### config.mk
export PLATFORM = sky130hd
export DESIGN_NAME = touch_sample_calibrated_mapper
export DESIGN_NICKNAME = d
export VERILOG_FILES = /design/src/rtl/core/tscm_pkg.sv /design/src/rtl/core/touch_sample_calibrated_mapper.sv
export SDC_FILE = /design/constraint.sdc
export NUM_CORES = 1
export LEC_CHECK = 0
export ABC_AREA = 1
export BUFFER_PORTS_ARGS = -buffer_cell sky130_fd_sc_hd__buf_4
export CAP_MARGIN = 30
export CORE_MARGIN = 8
export CORE_UTILIZATION = 30
export DETAILED_ROUTE_END_ITERATION = 10
export GPL_TIMING_DRIVEN = 0
export HOLD_SLACK_MARGIN = 0.03
export MAX_ROUTING_LAYER = met4
export SYNTH_ARGS = -nofsm -noshare
export SYNTH_HDL_FRONTEND = slang
export SYNTH_SLANG_ARGS = --single-unit
### constraint.sdc
create_clock -name clk -period 16.93 [get_ports clk]
set_input_delay 5.079 -clock clk [delete_from_list [all_inputs] [get_ports clk]]
set_output_delay 5.079 -clock clk [all_outputs]
set_load 0.02 [all_outputs]
### src/rtl/core/tscm_pkg.sv
// Shared constants and types for the calibrated touch sample mapper.
package tscm_pkg;

  localparam int SCREEN_WIDTH  = 800;
  localparam int SCREEN_HEIGHT = 480;

  localparam int COORD_W = 12;
  localparam int SIZE_W  = COORD_W + 1;
  localparam int PROD_W  = 2 * COORD_W;
  localparam int CNT_W   = $clog2(COORD_W);
  localparam int IDX_W   = 3;
  localparam int IN_W    = 40;
  localparam int OUT_W   = 32;

  localparam logic [IDX_W-1:0] REG_CAL_X_LOW   = 3'd0;
  localparam logic [IDX_W-1:0] REG_CAL_X_HIGH  = 3'd1;
  localparam logic [IDX_W-1:0] REG_CAL_Y_LOW   = 3'd2;
  localparam logic [IDX_W-1:0] REG_CAL_Y_HIGH  = 3'd3;
  localparam logic [IDX_W-1:0] REG_INVERT_X    = 3'd4;
  localparam logic [IDX_W-1:0] REG_INVERT_Y    = 3'd5;
  localparam logic [IDX_W-1:0] REG_RAW_PASS    = 3'd6;
  localparam logic [IDX_W-1:0] REG_PRESS_THR   = 3'd7;

  typedef enum logic [1:0] {
    ST_IDLE,
    ST_SETUP,
    ST_DIV,
    ST_DONE
  } tscm_state_t;

endpackage

### src/rtl/core/touch_sample_calibrated_mapper.sv
// Calibrated touch mapper: pen detect, linear axis mapping with bit-serial divider.
// Released or raw-mode items go from IDLE straight to DONE; mapped items run a setup step
// per axis plus 12 restoring-divider steps where a quotient is needed (one shared divider).
// The block works on one item at a time; the next item is taken once the result
// is in the output register, so a waiting result does not block acceptance.
// Reset (rst, synchronous): calibration registers to defaults, held point to 0.
module touch_sample_calibrated_mapper
  import tscm_pkg::*;
(
  input  logic                 clk,
  input  logic                 rst,
  input  logic                 s_tvalid,
  output logic                 s_tready,
  // pen_irq_level[0], pressure_z1[12:1], sample_x[24:13], sample_y[36:25], zero[39:37]
  input  logic [IN_W-1:0]      s_tdata,
  output logic                 m_tvalid,
  input  logic                 m_tready,
  // touched[0], point_x[12:1], point_y[24:13], cal_fault[25], zero[31:26]
  output logic [OUT_W-1:0]     m_tdata,
  input  logic                 cfg_we,
  input  logic [IDX_W-1:0]     cfg_index,
  input  logic [COORD_W-1:0]   cfg_data
);

  localparam logic [SIZE_W-1:0]  SIZE_X     = SIZE_W'(SCREEN_WIDTH);
  localparam logic [SIZE_W-1:0]  SIZE_Y     = SIZE_W'(SCREEN_HEIGHT);
  localparam logic [COORD_W-1:0] LAST_X     = COORD_W'(SCREEN_WIDTH - 1);
  localparam logic [COORD_W-1:0] LAST_Y     = COORD_W'(SCREEN_HEIGHT - 1);
  localparam logic [CNT_W-1:0]   LAST_STEP  = CNT_W'(COORD_W - 1);

  tscm_state_t state, state_next;

  logic [COORD_W-1:0] cal_x_low, cal_x_high, cal_y_low, cal_y_high, pressure_threshold;
  logic               invert_x, invert_y, raw_passthrough;
  logic [COORD_W-1:0] held_x, held_y;

  logic               pressed;
  logic [COORD_W-1:0] raw_x, raw_y;
  logic [COORD_W-1:0] res_x, res_y;
  logic               fault;
  logic               axis;

  logic [COORD_W-1:0] rem;
  logic [COORD_W-1:0] dq;
  logic [COORD_W-1:0] div_span;
  logic [CNT_W-1:0]   count;

  logic [COORD_W-1:0] out_x, out_y;
  logic               out_touched, out_fault;

  // input fields
  logic               in_irq;
  logic [COORD_W-1:0] in_z1, in_x, in_y;
  logic               in_pressed;

  // control
  logic accept, out_free, load_out, div_last;

  // axis setup
  logic [COORD_W-1:0] sel_raw, sel_lo, sel_hi, sel_last;
  logic [SIZE_W-1:0]  sel_size;
  logic               sel_inv;
  logic [COORD_W:0]   num;
  logic [COORD_W-1:0] span;
  logic               bad_span, num_le0, num_ge_span, setup_div;
  logic [COORD_W-1:0] setup_res;
  logic [PROD_W:0]    prod;

  // divider step
  logic [COORD_W:0]   rem_sh;
  logic               qbit;
  logic [COORD_W-1:0] rem_new;

  assign in_irq     = s_tdata[0];
  assign in_z1      = s_tdata[12:1];
  assign in_x       = s_tdata[24:13];
  assign in_y       = s_tdata[36:25];
  assign in_pressed = !in_irq && (in_z1 >= pressure_threshold);

  assign sel_raw  = axis ? raw_y : raw_x;
  assign sel_lo   = axis ? cal_y_low : cal_x_low;
  assign sel_hi   = axis ? cal_y_high : cal_x_high;
  assign sel_inv  = axis ? invert_y : invert_x;
  assign sel_size = axis ? SIZE_Y : SIZE_X;
  assign sel_last = axis ? LAST_Y : LAST_X;

  assign bad_span    = (sel_hi <= sel_lo);
  assign span        = sel_hi - sel_lo;
  assign num         = sel_inv ? ({1'b0, sel_hi} - {1'b0, sel_raw})
                               : ({1'b0, sel_raw} - {1'b0, sel_lo});
  assign num_le0     = num[COORD_W] || (num == '0);
  assign num_ge_span = (num[COORD_W-1:0] >= span);
  assign setup_div   = !bad_span && !num_le0 && !num_ge_span;
  assign setup_res   = (bad_span || num_le0) ? '0 : sel_last;
  assign prod        = num[COORD_W-1:0] * sel_size;

  assign rem_sh  = {rem, dq[COORD_W-1]};
  assign qbit    = (rem_sh >= {1'b0, div_span});
  assign rem_new = qbit ? COORD_W'(rem_sh - {1'b0, div_span}) : rem_sh[COORD_W-1:0];

  assign div_last = (count == LAST_STEP);

  // next state
  always_comb begin
    state_next = state;
    unique case (state)
      ST_IDLE: begin
        if (s_tvalid) begin
          state_next = (in_pressed && !raw_passthrough) ? ST_SETUP : ST_DONE;
        end
      end
      ST_SETUP: begin
        if (setup_div) begin
          state_next = ST_DIV;
        end else if (axis) begin
          state_next = ST_DONE;
        end
      end
      ST_DIV: begin
        if (div_last) begin
          state_next = axis ? ST_DONE : ST_SETUP;
        end
      end
      ST_DONE: begin
        if (out_free) begin
          state_next = ST_IDLE;
        end
      end
      default: state_next = ST_IDLE;
    endcase
  end

  // control outputs
  always_comb begin
    s_tready = 1'b0;
    load_out = 1'b0;
    unique case (state)
      ST_IDLE:  s_tready = 1'b1;
      ST_DONE:  load_out = out_free;
      default: ;
    endcase
  end

  assign out_free = !m_tvalid || m_tready;
  assign accept   = s_tvalid && s_tready;

  always_ff @(posedge clk) begin
    if (rst) begin
      state <= ST_IDLE;
    end else begin
      state <= state_next;
    end
  end

  // configuration registers
  always_ff @(posedge clk) begin
    if (rst) begin
      cal_x_low          <= 12'd200;
      cal_x_high         <= 12'd3900;
      cal_y_low          <= 12'd200;
      cal_y_high         <= 12'd3900;
      invert_x           <= 1'b0;
      invert_y           <= 1'b0;
      raw_passthrough    <= 1'b0;
      pressure_threshold <= 12'd100;
    end else if (cfg_we) begin
      unique case (cfg_index)
        REG_CAL_X_LOW:  cal_x_low          <= cfg_data;
        REG_CAL_X_HIGH: cal_x_high         <= cfg_data;
        REG_CAL_Y_LOW:  cal_y_low          <= cfg_data;
        REG_CAL_Y_HIGH: cal_y_high         <= cfg_data;
        REG_INVERT_X:   invert_x           <= cfg_data[0];
        REG_INVERT_Y:   invert_y           <= cfg_data[0];
        REG_RAW_PASS:   raw_passthrough    <= cfg_data[0];
        REG_PRESS_THR:  pressure_threshold <= cfg_data;
        default: ;
      endcase
    end
  end

  // control state: axis select and divider step count
  always_ff @(posedge clk) begin
    if (rst) begin
      axis  <= 1'b0;
      count <= '0;
    end else begin
      if (accept) begin
        axis <= 1'b0;
      end else if (state == ST_SETUP && !setup_div) begin
        axis <= 1'b1;
      end else if (state == ST_DIV && div_last) begin
        axis <= 1'b1;
      end
      if (state == ST_DIV && !div_last) begin
        count <= count + 1'b1;
      end else begin
        count <= '0;
      end
    end
  end

  // datapath
  always_ff @(posedge clk) begin
    if (accept) begin
      pressed <= in_pressed;
      raw_x   <= in_x;
      raw_y   <= in_y;
      res_x   <= in_x;
      res_y   <= in_y;
      fault   <= 1'b0;
    end
    if (state == ST_SETUP) begin
      if (bad_span) begin
        fault <= 1'b1;
      end
      if (setup_div) begin
        rem      <= prod[PROD_W-1:COORD_W];
        dq       <= prod[COORD_W-1:0];
        div_span <= span;
      end else if (axis) begin
        res_y <= setup_res;
      end else begin
        res_x <= setup_res;
      end
    end
    if (state == ST_DIV) begin
      rem <= rem_new;
      dq  <= {dq[COORD_W-2:0], qbit};
      if (div_last) begin
        if (axis) begin
          res_y <= {dq[COORD_W-2:0], qbit};
        end else begin
          res_x <= {dq[COORD_W-2:0], qbit};
        end
      end
    end
  end

  // output register and held point
  always_ff @(posedge clk) begin
    if (rst) begin
      m_tvalid <= 1'b0;
      held_x   <= '0;
      held_y   <= '0;
    end else begin
      if (load_out) begin
        m_tvalid <= 1'b1;
        if (pressed) begin
          held_x <= res_x;
          held_y <= res_y;
        end
      end else if (m_tready) begin
        m_tvalid <= 1'b0;
      end
    end
  end

  always_ff @(posedge clk) begin
    if (load_out) begin
      out_touched <= pressed;
      out_x       <= pressed ? res_x : held_x;
      out_y       <= pressed ? res_y : held_y;
      out_fault   <= pressed && fault;
    end
  end

  assign m_tdata = {6'd0, out_fault, out_y, out_x, out_touched};

  a_count_only_in_div: assert property (@(posedge clk) disable iff (rst)
    (state != ST_DIV) |-> (count == '0))
    else $error("divider step count active outside divide");

  a_rem_below_span: assert property (@(posedge clk) disable iff (rst)
    (state == ST_DIV) |-> (rem < div_span))
    else $error("divider remainder not below span");

  a_accept_leaves_idle: assert property (@(posedge clk) disable iff (rst)
    accept |=> (state != ST_IDLE))
    else $error("accepted item did not start processing");

  a_released_no_fault: assert property (@(posedge clk) disable iff (rst)
    (m_tvalid && !out_touched) |-> !out_fault)
    else $error("released result carries calibration fault");

endmodule
==> results.tsv, run 1 <==
stage	metric	value	unit
logic_synthesis	synth-edff-count	87	
clock_network	cts_sinks	207	
clock_network	ctsHoldBuffers	0	
clock_network	htreeDepth	1	
floorplanning	dieHeight	230.4	µm
drt	drc	0	
sta	post-route-period-util	48.56	%
global_routing	track_usage	14.61	%
setup_path	endpoint_kind	flip-flop	
final_layout	fill_cells	4749	
floorplanning	die_area	53100	µm²
clock_network	clk_pin_slew_worst_paths	0.06	ns
final_layout	syn_to_final_growth	15.90	%
setup_path	cpLargestDelayFamily	adder cells	
setup_path	crit_buf_inv	7	
global_routing	grt_first_pass_wirelength	61690	µm
sta	skew	0.01177	ns
setup_path	worstPathArrival	8.48	ns
setup_path	cpPeakStageDelay	0.60	ns
sta	max_freq	121.6	MHz
clock_network	cts_buffer_depth	3	
drt	ant_nets	0	
sta	finalMaxSlewViolations	0	
clock_network	tritoncts	built	
setup_path	cp.required	17.19	ns
clock_network	clk_latency	0.54	ns
sta	setup_viol	0	
floorplanning	ios	94	
global_routing	grt_pass1_vias	11810	
placed_design	numPortBuffers	82	
logic_synthesis	syn_area	13800	µm²
setup_path	cpMostUsedCell	nand2_1	
final_layout	layout.nets	2131	
setup_path	cp_max_fo	10	
global_routing	antenna_found_initial	0	
logic_synthesis	ys_seq_area_share	36.35	%
sta	fin_tns_setup	0	ns
drt	drtIter0Drc	915	
clock_network	cts_inserted_buffers	23	
clock_network	post-cts-setup-buffer-count	0	
placed_design	hpwl	31730	µm
drt	drt-wirelength-per-cell	15.42	µm
drt	finalWirelength	38930	µm
placed_design	gp_congestion	0.9492	
clock_network	cts_resized	0	
logic_synthesis	synth.distinct_cells	51	
final_layout	final_cell_mix	nand2_1, inv_1, nor2_1	
final_layout	n_antenna_cell	0	
logic_synthesis	synth_cells	1791	
hold_path	hp-class	flip-flop to flip-flop	
sta	period_needed	8.220	ns
global_routing	grt_max_degree	27	
floorplanning	die_x	230.4	µm
logic_synthesis	yosysWarnings	0	
logic_synthesis	syn_avg_cell_area	7.703	µm²
status	status	complete, no violations	
sta	finalHoldViolations	0	
logic_synthesis	ys_seq_elements	207	
setup_path	startpoint_type	flip-flop	
run	cap_violations	0	
final_layout	drive_gt1_share	8.836	%
floorplanning	coreArea	45380	µm²
final_layout	layout_commonest_cell	nand2_1	
global_routing	grt_remaining_overflow	0	
floorplanning	start_util	30.40	%
sta	relSlewSlack	45.29	%
drt	via_count	12120	
sta	rsz0062_at_grt	false	
logic_synthesis	async_flop_share	0	%
drt	viasPerCell	4.801	
drt	drt_first_pass_iters	7	
floorplanning	rows	78	
clock_network	clockRootBuffer	clkbuf_16	
sta	worst_pin_slew	0.8121	ns
logic_synthesis	ys.flop_type	dfxtp_1	
setup_path	crit_path_top_delay_cell	clkbuf_1	
setup_path	path_class	flip-flop to flip-flop	
## worst paths after layout
| path | startpoint | to | slack, ns | cells past startpoint |
|---|---|---|---|---|
| setup reg to reg | axis$_SDFFE_PP0P_ | rem[8]$_DFFE_PP_ | 8.71 | 33 |
| hold reg to reg | count[0]$_SDFF_PP0_ | count[0]$_SDFF_PP0_ | 0.44 | 1 |
| setup / recovery | axis$_SDFFE_PP0P_ | rem[8]$_DFFE_PP_ | 8.71 | 33 |
| hold / removal | count[0]$_SDFF_PP0_ | count[0]$_SDFF_PP0_ | 0.44 | 1 |
## per-layer routing
metal | GRT usage [%] | wire length [µm] | up-vias
met5 | - | 0 | -
met4 | 4.059 | 1084 | 0
met3 | 2.183 | 2304 | 65
met2 | 23.68 | 17660 | 315
met1 | 18.85 | 17890 | 5707
li1 | - | - | 6030
## worst register-to-register path, delay by kind of cell, from the launching register on
family / cells / cell delay (ns)
adders and majority gates: 8 / 3.07
buffers and inverters: 7 / 1.93
and+or+nand+nor: 10 / 1.39
AOI/OAI and AO/OA: 7 / 1.04
DFF: 1 / 0.35
xor gates and xnor gates: 1 / 0.16
## area by class of cell
type / instances / area [µm²] / area share [%]
Buffer: 63 / 290.3 / 1.815
Clock buffer: 31 / 605.6 / 3.787
Clock inverter: 11 / 121.4 / 0.7591
Inverter: 278 / 1044 / 6.526
Multi-Input combinational cell: 1248 / 7470 / 46.72
Sequential cell: 207 / 5015 / 31.36
Tap cell: 600 / 750.7 / 4.695
Timing Repair Buffer: 86 / 693.2 / 4.335
## cell usage after synthesis, drive strengths merged, types with 5 or more instances
cell    instances  area (µm²)
nand2         420        1602
inv           274        1028
nor2          172       648.1
o21ai         143       738.2
ha            133        1664
dfxtp         120        2402
a21oi         110       554.3
nand3          94       505.5
edfxtp         87        2613
clkbuf         44       165.2
fa             31       620.6
mux2i          27       270.3
xor2           26       227.7
buf            19       125.1
or2            15       93.84
nand4          12       75.07
xnor2          11       96.34
a21o           10       75.07
nand3b          5       37.54
o22ai           5       31.28
## kinds of logic after synthesis
kind of cell,synth area share [%]
AND/OR/NAND/NOR,21.73
buffers and inverters,9.668
AO/OA/AOI/OAI,11.36
flip-flops,36.35
adder cells (fa/ha/maj),16.56
XOR/XNOR,2.349
multiplexers,1.959
other,0.02718
## per-stage QoR
stage	cell area, µm²	utilization [%]	hold slack (ns)	std cells	setup WS [ns]
2_1_floorplan	13810	-	0.4176	1796	10.28
3_3_place_gp	15180	33.45	0.4320	2478	7.936
3_5_place_dp	15230	33.57	0.4343	2481	8.722
4_1_cts	15960	35.17	0.4481	2523	8.680
5_1_grt	15990	35.23	0.4614	2524	8.135
6_report	15990	35.23	0.4427	2524	8.710
Power of run 1 is not shown: default switching activity piles up to over one toggle a cycle in this logic, so the estimate is an artifact.
==> run 2, diff against run 1 <==
- clock period: 16.93 -> 7.8 ns (I/O delays scaled with it)
==> run 2 against run 1 <==
Worst hold slack about the same. Final area rose by 0.35%. Core utilization up 0.12 points. Wire length decreased by 0.12%. First-iteration DRC count fell by 2.4%. Count of clock-buffer cells in the layout unchanged. Global-route usage stayed put. Largest cell class unchanged. Non-clock buffer count is 3 higher. Sequential cell count stayed put. Critical endpoint is now rem[9]$_DFFE_PP_.
==> results.tsv, run 2 (same netlist as run 1, synthesis figures left out) <==
stage	metric	value	unit
clock_network	cts_inserted_buffers	23	
setup_path	startpoint_type	flip-flop	
sta	max_freq	134.8	MHz
hold_path	hp-class	flip-flop to flip-flop	
final_layout	drive_gt1_share	9.652	%
setup_path	path_depth	33	
floorplanning	die_x	230.4	µm
final_layout	final_core_util	35.36	%
sta	setup_ws	0.3791	ns
global_routing	grt_max_degree	27	
drt	drtIter0Drc	893	
final_layout	syn_to_final_growth	16.31	%
setup_path	cpPeakStageDelay	0.55	ns
final_layout	fin_cells	2527	
setup_path	cpMostUsedCell	nand2_1	
hold_path	min_path_cells	1	
drt	drt_first_pass_iters	5	
clock_network	htreeDepth	1	
clock_network	clk_latency	0.54	ns
clock_network	cts_buffer_depth	3	
setup_path	crit_buf_inv	6	
sta	relSlewSlack	47.92	%
clock_network	clockRootBuffer	clkbuf_16	
floorplanning	start_util	30.40	%
floorplanning	ios	94	
setup_path	crit_path_top_delay_cell	fa_1	
setup_path	endpoint_kind	flip-flop	
placed_design	gp_congestion	0.9492	
run	cap_violations	0	
sta	finalHoldViolations	0	
global_routing	grt_first_pass_wirelength	61690	µm
global_routing	antenna_found_initial	0	
drt	via_count	12130	
setup_path	cpLargestDelayFamily	adder cells	
sta	setup_viol	0	
final_layout	layout.nets	2134	
setup_path	cp_max_fo	10	
floorplanning	rows	78	
placed_design	dp_cells	2481	
drt	ant_nets	0	
final_layout	fill_cells	4746	
clock_network	clk_pin_slew_worst_paths	0.06	ns
clock_network	tritoncts	built	
final_layout	layout_commonest_cell	nand2_1	
setup_path	worstPathArrival	7.68	ns
setup_path	rr_worst_depth	33	
placed_design	place_area	15230	µm²
final_layout	n_antenna_cell	0	
sta	post-route-period-util	95.14	%
placed_design	hpwl	31730	µm
global_routing	track_usage	14.61	%
global_routing	grt_remaining_overflow	0	
sta	skew	0.01386	ns
floorplanning	dieHeight	230.4	µm
placed_design	pre_cts_ws	-0.4082	ns
final_layout	finalInstanceArea	16050	µm²
sta	worst_pin_slew	0.7812	ns
drt	viasPerCell	4.800	
sta	finalMaxSlewViolations	0	
final_layout	final_cell_mix	nand2_1, inv_1, nor2_1	
status	status	complete, no violations	
floorplanning	coreArea	45380	µm²
setup_path	path_class	flip-flop to flip-flop	
drt	drc	0	
placed_design	numPortBuffers	82	
clock_network	cts_sinks	207	
drt	drt-wirelength-per-cell	15.39	µm
global_routing	grt_pass1_vias	11810	
setup_path	cp.required	8.06	ns
drt	finalWirelength	38890	µm
sta	rsz0062_at_grt	false	
sta	period_needed	7.421	ns
floorplanning	die_area	53100	µm²
[run 2: cell count changes in the layout (fill, tap and decap cells not counted), sizes merged]
cell / change
buf: +3
clkinvlp: +1
inv: -1
[run 2: final cells by class]
cell class	instances	area, µm²	area share (%)
timing repair buffer	89	715.7	4.460
inverter	278	1047	6.527
multi-input combinational	1248	7486	46.65
clock buffer	31	605.6	3.774
sequential	207	5015	31.25
buffer	63	304.0	1.895
clock inverter	11	121.4	0.7564
tap	600	750.7	4.679
[run 2: per-stage QoR]
| stage | setup TNS [ns] | hold slack, ns |
|---|---|---|
| after floorplan | 0 | 0.4176 |
| after global placement | -29.25 | 0.4320 |
| after detailed placement | -0.9134 | 0.4343 |
| after CTS | 0 | 0.4481 |
| after global routing | 0 | 0.4614 |
| final | 0 | 0.4427 |
[run 2: per-layer routing]
metal / wire (µm) / global-route usage (%) / part of all wire [%] / vias to the layer above
met5: 0 / - / 0 / -
met4: 1005 / 4.059 / 2.6 / 0
met3: 2557 / 2.183 / 6.6 / 60
met2: 17670 / 23.68 / 45 / 360
met1: 17650 / 18.85 / 45 / 5670
li1: - / - / - / 6039
[run 2: path summary, 6_finish.rpt]
check	startpoint	end	slack [ns]
min	count[0]$_SDFF_PP0_	count[0]$_SDFF_PP0_	0.44
max	axis$_SDFFE_PP0P_	rem[9]$_DFFE_PP_	0.38
min reg2reg	count[0]$_SDFF_PP0_	count[0]$_SDFF_PP0_	0.44
max reg2reg	axis$_SDFFE_PP0P_	rem[9]$_DFFE_PP_	0.38
[run 2: timing repair]
action / 4_1_cts / 5_1_grt
endpoints found under the setup margin: 3 / 4
buffers inserted: 0 / 3
resized for setup: 3 / 24
hold buffers: 0 / 0
Power of run 2 is left out for the same reason.
